<file path="config.mk">
export PLATFORM = sky130hd
export DESIGN_NAME = stepper_ramp_pulse_generator
export DESIGN_NICKNAME = d
export VERILOG_FILES = /design/src/hdl/srpg_pkg.sv /design/src/hdl/stepper_ramp_pulse_generator.sv
export SDC_FILE = /design/constraint.sdc
export NUM_CORES = 1
export LEC_CHECK = 0
export CELL_PAD_IN_SITES_DETAIL_PLACEMENT = 0
export CELL_PAD_IN_SITES_GLOBAL_PLACEMENT = 2
export CORE_MARGIN = 10
export CORE_UTILIZATION = 35
export DETAILED_ROUTE_END_ITERATION = 6
export DONT_BUFFER_PORTS = 1
export GPL_TIMING_DRIVEN = 0
export PLACE_DENSITY = 0.74
export SKIP_CTS_REPAIR_TIMING = 1
export SYNTH_ARGS = -nofsm -noshare
export SYNTH_HDL_FRONTEND = slang
export SYNTH_SLANG_ARGS = --single-unit
</file>
<file path="constraint.sdc">
create_clock -name clk -period 6.97 [get_ports clk]
set_input_delay 2.091 -clock clk [delete_from_list [all_inputs] [get_ports clk]]
set_output_delay 2.091 -clock clk [all_outputs]
set_load 0.01 [all_outputs]
</file>
<file path="src/hdl/srpg_pkg.sv">
// shared types and constants of the stepper ramp pulse generator
`default_nettype none

package srpg_pkg;

  // request codes
  localparam logic [2:0] REQ_TICK = 3'd0;
  localparam logic [2:0] REQ_ADD  = 3'd1;
  localparam logic [2:0] REQ_FWD  = 3'd2;
  localparam logic [2:0] REQ_BWD  = 3'd3;
  localparam logic [2:0] REQ_STOP = 3'd4;

  // configuration register indexes
  localparam int unsigned CFG_INDEX_W = 3;
  localparam logic [CFG_INDEX_W-1:0] CFG_SLOWEST  = 3'd0;
  localparam logic [CFG_INDEX_W-1:0] CFG_FASTEST  = 3'd1;
  localparam logic [CFG_INDEX_W-1:0] CFG_INTERVAL = 3'd2;
  localparam logic [CFG_INDEX_W-1:0] CFG_DELTA    = 3'd3;
  localparam logic [CFG_INDEX_W-1:0] CFG_FWD_LVL  = 3'd4;
  localparam int unsigned CFG_DATA_W = 16;

  // configuration reset values
  localparam logic [15:0] SLOWEST_RST  = 16'd1000;
  localparam logic [15:0] FASTEST_RST  = 16'd100;
  localparam logic [15:0] INTERVAL_RST = 16'd500;
  localparam logic [15:0] DELTA_RST    = 16'd10;
  localparam logic        FWD_LVL_RST  = 1'b1;

  localparam logic [15:0] PERIOD_MAX = 16'hFFFF;
  localparam logic [31:0] COUNT_MAX  = 32'hFFFF_FFFF;

  typedef struct packed {
    logic [2:0]  req_type;
    logic [31:0] step_count;
  } srpg_req_t;

  typedef struct packed {
    logic        step_clock;
    logic        direction;
    logic        running;
    logic        braking;
    logic [31:0] steps_left;
  } srpg_status_t;

endpackage

`default_nettype wire

</file>
<file path="src/hdl/stepper_ramp_pulse_generator.sv">
// stepper step/direction generator with trapezoidal speed ramp, top level
//
// usage: each input transaction on in_* carries one request (timebase tick,
// add steps, forward, backward, stop); each produces exactly one status
// transaction on out_* with the pin levels, running and braking flags and
// the remaining step count after that request.
// a transaction moves when valid is high and stall is low.
// each request passes through the input register and then through the
// request logic into the output register, which drives out_valid.
// throughput: one transaction per cycle while the receiver does not stall,
// with the state update done between the input and output registers.
// when the receiver stalls, the status holds in the output register and one
// more request can still be taken into the input register; after that
// in_stall rises until the output drains.
// reset (rst, synchronous) empties both registers, loads the register
// defaults, stops the generator and sets the direction pin to forward.
// configuration writes (wr_en, wr_index, wr_data) are meant for idle times.
`default_nettype none

module stepper_ramp_pulse_generator import srpg_pkg::*; (
  input  wire logic                   clk,
  input  wire logic                   rst,
  input  wire logic                   in_valid,
  output logic                        in_stall,
  input  wire srpg_req_t              in_data,
  output logic                        out_valid,
  input  wire logic                   out_stall,
  output srpg_status_t                out_data,
  input  wire logic                   wr_en,
  input  wire logic [CFG_INDEX_W-1:0] wr_index,
  input  wire logic [CFG_DATA_W-1:0]  wr_data
);

  // configuration
  logic [15:0] slowest_period;
  logic [15:0] fastest_period;
  logic [15:0] accel_interval;
  logic [15:0] accel_delta;
  logic        forward_level;

  // input register
  logic      s1_valid;
  srpg_req_t s1_data;

  // generator state
  logic [31:0] remaining_steps, remaining_steps_next;
  logic [15:0] period_now, period_now_next;
  logic [15:0] tick_count, tick_count_next;
  logic [15:0] ramp_tick_count, ramp_tick_count_next;
  logic [31:0] ramp_steps, ramp_steps_next;
  logic        half_phase, half_phase_next;
  logic        stop_pending, stop_pending_next;
  logic        reverse_pending, reverse_pending_next;
  logic        active, active_next;
  logic        clock_level, clock_level_next;
  logic        dir_level, dir_level_next;

  logic out_ready;
  logic take;
  logic in_accept;

  assign out_ready = !out_valid || !out_stall;
  assign take      = s1_valid && out_ready;
  assign in_stall  = s1_valid && !out_ready;
  assign in_accept = in_valid && !in_stall;

  always_ff @(posedge clk) begin
    if (rst) begin
      slowest_period <= SLOWEST_RST;
      fastest_period <= FASTEST_RST;
      accel_interval <= INTERVAL_RST;
      accel_delta    <= DELTA_RST;
      forward_level  <= FWD_LVL_RST;
    end else if (wr_en) begin
      unique case (wr_index)
        CFG_SLOWEST:  slowest_period <= wr_data;
        CFG_FASTEST:  fastest_period <= wr_data;
        CFG_INTERVAL: accel_interval <= wr_data;
        CFG_DELTA:    accel_delta    <= wr_data;
        CFG_FWD_LVL:  forward_level  <= wr_data[0];
        default: ;
      endcase
    end
  end

  always_ff @(posedge clk) begin
    if (rst) begin
      s1_valid <= 1'b0;
    end else if (in_accept) begin
      s1_valid <= 1'b1;
    end else if (take) begin
      s1_valid <= 1'b0;
    end
  end

  always_ff @(posedge clk) begin
    if (in_accept) begin
      s1_data <= in_data;
    end
  end

  // request logic, follows one request through the generator state
  always_comb begin
    logic [16:0] tick_inc;
    logic [16:0] ramp_inc;
    logic [16:0] grow_sum;
    logic [32:0] add_sum;
    logic        level;

    remaining_steps_next = remaining_steps;
    period_now_next      = period_now;
    tick_count_next      = tick_count;
    ramp_tick_count_next = ramp_tick_count;
    ramp_steps_next      = ramp_steps;
    half_phase_next      = half_phase;
    stop_pending_next    = stop_pending;
    reverse_pending_next = reverse_pending;
    active_next          = active;
    clock_level_next     = clock_level;
    dir_level_next       = dir_level;

    tick_inc = {1'b0, tick_count} + 17'd1;
    ramp_inc = {1'b0, ramp_tick_count} + 17'd1;
    add_sum  = {1'b0, remaining_steps} + {1'b0, s1_data.step_count};
    grow_sum = '0;
    level    = 1'b0;

    unique case (s1_data.req_type) inside
      REQ_TICK: begin
        if (active) begin
          // step clock section
          if (tick_inc >= {1'b0, period_now}) begin
            tick_count_next  = '0;
            clock_level_next = !clock_level;
            if (half_phase) begin
              if (period_now > fastest_period) begin
                if (stop_pending || reverse_pending) begin
                  if (ramp_steps != '0) begin
                    ramp_steps_next = ramp_steps - 32'd1;
                  end
                end else if (ramp_steps != COUNT_MAX) begin
                  ramp_steps_next = ramp_steps + 32'd1;
                end
              end
              if (ramp_steps_next >= remaining_steps) begin
                stop_pending_next = 1'b1;
              end
              if (remaining_steps != '0) begin
                remaining_steps_next = remaining_steps - 32'd1;
              end
              half_phase_next = 1'b0;
            end else begin
              half_phase_next = 1'b1;
            end
            if (remaining_steps_next == '0) begin
              active_next          = 1'b0;
              stop_pending_next    = 1'b0;
              reverse_pending_next = 1'b0;
              remaining_steps_next = '0;
              ramp_steps_next      = '0;
              period_now_next      = slowest_period;
            end
          end else begin
            tick_count_next = tick_inc[15:0];
          end

          // ramp section, runs on the state left by the step clock section
          grow_sum = {1'b0, period_now_next} + {1'b0, accel_delta};
          if (ramp_inc >= {1'b0, accel_interval}) begin
            if (reverse_pending_next) begin
              if (period_now_next < slowest_period) begin
                period_now_next = grow_sum[16] ? PERIOD_MAX : grow_sum[15:0];
              end else begin
                period_now_next      = slowest_period;
                dir_level_next       = !dir_level_next;
                reverse_pending_next = 1'b0;
              end
            end else if (stop_pending_next) begin
              if (period_now_next < slowest_period) begin
                period_now_next = grow_sum[16] ? PERIOD_MAX : grow_sum[15:0];
              end else begin
                active_next          = 1'b0;
                stop_pending_next    = 1'b0;
                reverse_pending_next = 1'b0;
                remaining_steps_next = '0;
                ramp_steps_next      = '0;
                period_now_next      = slowest_period;
              end
            end else if (period_now_next > fastest_period) begin
              period_now_next = (period_now_next > accel_delta) ?
                                period_now_next - accel_delta : '0;
            end
            ramp_tick_count_next = '0;
          end else begin
            ramp_tick_count_next = ramp_inc[15:0];
          end
        end
      end
      REQ_ADD: begin
        remaining_steps_next = add_sum[32] ? COUNT_MAX : add_sum[31:0];
        if (!active && remaining_steps_next != '0) begin
          active_next = 1'b1;
        end
      end
      REQ_FWD, REQ_BWD: begin
        level = (s1_data.req_type == REQ_FWD) ? forward_level : !forward_level;
        if (dir_level != level) begin
          if (remaining_steps != '0) begin
            reverse_pending_next = 1'b1;
          end else begin
            dir_level_next = level;
          end
        end
      end
      REQ_STOP: begin
        stop_pending_next = 1'b1;
      end
      default: ;
    endcase
  end

  always_ff @(posedge clk) begin
    if (rst) begin
      remaining_steps <= '0;
      period_now      <= SLOWEST_RST;
      tick_count      <= '0;
      ramp_tick_count <= '0;
      ramp_steps      <= '0;
      half_phase      <= 1'b0;
      stop_pending    <= 1'b0;
      reverse_pending <= 1'b0;
      active          <= 1'b0;
      clock_level     <= 1'b0;
      dir_level       <= FWD_LVL_RST;
    end else if (take) begin
      remaining_steps <= remaining_steps_next;
      period_now      <= period_now_next;
      tick_count      <= tick_count_next;
      ramp_tick_count <= ramp_tick_count_next;
      ramp_steps      <= ramp_steps_next;
      half_phase      <= half_phase_next;
      stop_pending    <= stop_pending_next;
      reverse_pending <= reverse_pending_next;
      active          <= active_next;
      clock_level     <= clock_level_next;
      dir_level       <= dir_level_next;
    end
  end

  // output register
  always_ff @(posedge clk) begin
    if (rst) begin
      out_valid <= 1'b0;
    end else if (take) begin
      out_valid <= 1'b1;
    end else if (!out_stall) begin
      out_valid <= 1'b0;
    end
  end

  always_ff @(posedge clk) begin
    if (take) begin
      out_data.step_clock <= clock_level_next;
      out_data.direction  <= dir_level_next;
      out_data.running    <= active_next;
      out_data.braking    <= stop_pending_next;
      out_data.steps_left <= remaining_steps_next;
    end
  end

endmodule

`default_nettype wire

</file>
==> results_dict.tcl <==
set metrics [dict create \
    hold_violations 0 \
    use_met3_pct 3.45 \
    startpoint "tick_count[1]$_SDFFE_PP0P_" \
    netlist_area_um2 19700 \
    hold_path.class "reg -> reg" \
    synth_seq_area_share_pct 29.6 \
    io_buffers 0 \
    cp_slowest_cell "or4_4" \
    drv_cap 0 \
    first_iter_violations 1396 \
    r2r-end "out_data[23]$_DFFE_PP_" \
    grt_pass1_wl_mm 122 \
    met1_usage_pct 29.2 \
    die-area_um2 66300 \
    yosysWarningCount 0 \
    drv_slew 0 \
    irDropWorstVdd_uv 163 \
    powerDensity_nw_per_um2 188 \
    place_area_um2 20700 \
    cp.depth 30 \
    ys_types 91 \
    grt.overflow.total 0 \
    critPathMaxFanout 6 \
    synth_seq_cells 256 \
    cts_tree "yes" \
    antenna_found_initial 2 \
    synth_ff_type "dfxtp_1" \
    slew_headroom_pct 21.5 \
    regToRegStartpoint "tick_count[1]$_SDFFE_PP0P_" \
    numCtsBuffers 36 \
    fmax_ghz 0.147 \
    cp_slowest_stage_delay_ns 0.48 \
    dieHeight_um 257 \
    nNetsFinal 2854 \
    routed_via_density 5.87 \
    crit_arrival_ns 7.13 \
    reg2reg_slack_ns 0.15 \
    status "finished, final reports clean" \
    end_kind "flip-flop" \
    grt_start_max_net_pins 36 \
    postRouteAntennaNets 0 \
    clock-sinks 256 \
    syn_to_final_growth_pct 18.6 \
    start_util_pct 35.6 \
    clock_latency_ns 0.57 \
    min_path_cells 2 \
    vias 19900 \
    worstSetupStartpointType "flip-flop" \
    drc 0 \
    post-route-cell-area_um2 23400 \
    globalplace.congestion 0.951 \
    io_pins 97 \
    fin_skew_ns 0.0245 \
    syn_avg_cell_area_um2 7.84 \
    hold_ws_ns 0.456 \
    wirelength_mm 83.1 \
    worst-path-buf-inv 7 \
    post-route-min-period_ns 6.82 \
    grt_pass1_vias 18900 \
    post-route-period-util_pct 97.9 \
    clk_path_buf_depth 3 \
    crit_top_cell "buf_12" \
    setup_violations 0 \
    antenna_cells 0 \
    synth-edff-count 71 \
    grt_usage_pct 23.8 \
    cts_root_buffer "clkbuf_16" \
    drive_above_1_share_pct 11.6 \
    cts_max_level 2 \
    detailed_place_hpwl_mm 65.5 \
    design.core.area_um2 55400 \
    synth-async-reset-ratio_pct 0 \
    wl_per_cell_um 24.5 \
    syn_inst 2516 \
    dieWidth_um 257 \
    crit_end "out_data[23]$_DFFE_PP_" \
    crit_family "simple AND/OR/NAND/NOR gates" \
    worstMarginPinSlew_ns 1.17 \
    crit_type "reg -> reg" \
    reg2reg_depth 30 \
    critPathRequiredTime_ns 7.28 \
    grtUsageMet2_pct 42.0 \
    dr.pass1.iters 6 \
    cts.clk_slew.worst_paths_ns 0.06 \
    std_cell_rows 86 \
    busiest_layer "met2" \
    power_leakage_nw 9.12 \
    tns_ns 0 \
    synthesis.nets 2759 \
]
[cells in the mapped netlist (all sizes together) (33+ instances only)]
master / number / area (µm²)
nor4: 35 / 249
a21oi: 233 / 1170
nor2: 193 / 727
edfxtp: 71 / 2130
a21o: 40 / 300
o211ai: 42 / 315
dfxtp: 185 / 3700
o21ai: 170 / 851
o21a: 33 / 248
nand2: 281 / 1050
clkbuf: 107 / 402
xor2: 65 / 569
inv: 156 / 586
nor3: 74 / 385
xnor2: 48 / 420
ha: 181 / 2260
nand4: 46 / 294
nand3: 85 / 430
[worst min-delay path by stage]
stage,slack [ns],endpoint,from
after global routing,0.47,slowest_period[2]$_SDFFE_PP0P_,slowest_period[2]$_SDFFE_PP0P_
final,0.46,slowest_period[2]$_SDFFE_PP0P_,slowest_period[2]$_SDFFE_PP0P_
after global placement,0.44,slowest_period[2]$_SDFFE_PP0P_,slowest_period[2]$_SDFFE_PP0P_
after CTS,0.46,fastest_period[1]$_SDFFE_PP0P_,fastest_period[1]$_SDFFE_PP0P_
after detailed placement,0.45,fastest_period[1]$_SDFFE_PP0P_,fastest_period[1]$_SDFFE_PP0P_
after floorplan,0.44,accel_interval[10]$_SDFFE_PP0P_,accel_interval[10]$_SDFFE_PP0P_
[layout by cell type (no fill, tap or decap), types with 16 or more instances in the layout]
cell type    n
nand2_1    273
a21oi_1    221
nor2_1     186
dfxtp_1    178
ha_1       169
inv_1      153
o21ai_0    130
clkbuf_1    88
nand3_1     80
edfxtp_1    71
nor3_1      63
buf_4       63
xor2_1      62
xnor2_1     48
nand4_1     45
o211ai_1    42
clkbuf_16   41
a21o_1      39
o21a_1      32
nor4_1      30
or3_1       28
and3_1      25
o21ai_1     23
a211oi_1    23
a22o_1      22
a31oi_1     20
and2_1      20
nand2b_1    19
or4_1       18
a22oi_1     18
o22ai_1     16
nand3b_1    16
[flip-flops by register name, summed over array words and instances, names as in the netlist]
signal           cells
accel_delta         16
accel_interval      16
active               1
clock_level          1
dir_level            1
fastest_period      16
forward_level        1
half_phase           1
out_data            36
out_valid            1
period_now          16
ramp_steps          32
ramp_tick_count     16
remaining_steps     32
reverse_pending      1
s1_data             35
s1_valid             1
slowest_period      16
stop_pending         1
tick_count          16
[worst min-delay path, stage by stage (launching register included)]
cell	delay [ns]
dfxtp_1	0.31
nand2_1	0.05
a21oi_1	0.05
[cells by family after synthesis]
| kind of cell | Yosys count | synth area share, % |
|---|---|---|
| AO/OA/AOI/OAI | 773 | 25.2 |
| multiplexers | 7 | 0.362 |
| AND/OR/NAND/NOR | 899 | 22.4 |
| adder cells (fa/ha/maj) | 184 | 11.8 |
| buffers and inverters | 284 | 5.58 |
| flip-flops | 256 | 29.6 |
| XOR/XNOR | 113 | 5.02 |
[final cells by class]
class,instances,area [µm²]
Buffer,118,571
Clock buffer,40,968
Clock inverter,25,248
Fill cell,5689,32000
Inverter,156,593
Multi-Input combinational cell,1976,13600
Sequential cell,256,5850
Tap cell,748,936
Timing Repair Buffer,67,607
[per-layer routing]
| layer | routed length [µm] | vias to the layer above |
|---|---|---|
| met5 | 13 | - |
| met4 | 3140 | 2 |
| met3 | 4490 | 154 |
| met2 | 40600 | 651 |
| met1 | 34900 | 9602 |
| li1 | - | 9475 |
[report_power, final]
| group | internal (mW) | switching, mW | leakage [nW] |
|---|---|---|---|
| clock network | 1.13 | 0.795 | 0.593 |
| registers | 1.59 | 0.0675 | 2.19 |
| logic | 0.282 | 0.536 | 6.34 |
| total | 3.00 | 1.40 | 9.12 |
[metrics by stage]
step / worst slack, ns / utilization [%] / power [mW] / cells
after global placement: -2.18 / 37.3 / 2.42 / 3264
after floorplan: 0.0369 / - / 2.16 / 2516
final: 0.147 / 42.2 / 4.39 / 3386
after CTS: -2.29 / 39.6 / 4.36 / 3330
after global routing: -0.134 / 42.2 / 4.57 / 3386
after detailed placement: -2.25 / 37.4 / 2.42 / 3265
Power figures use the tool's default switching activity.
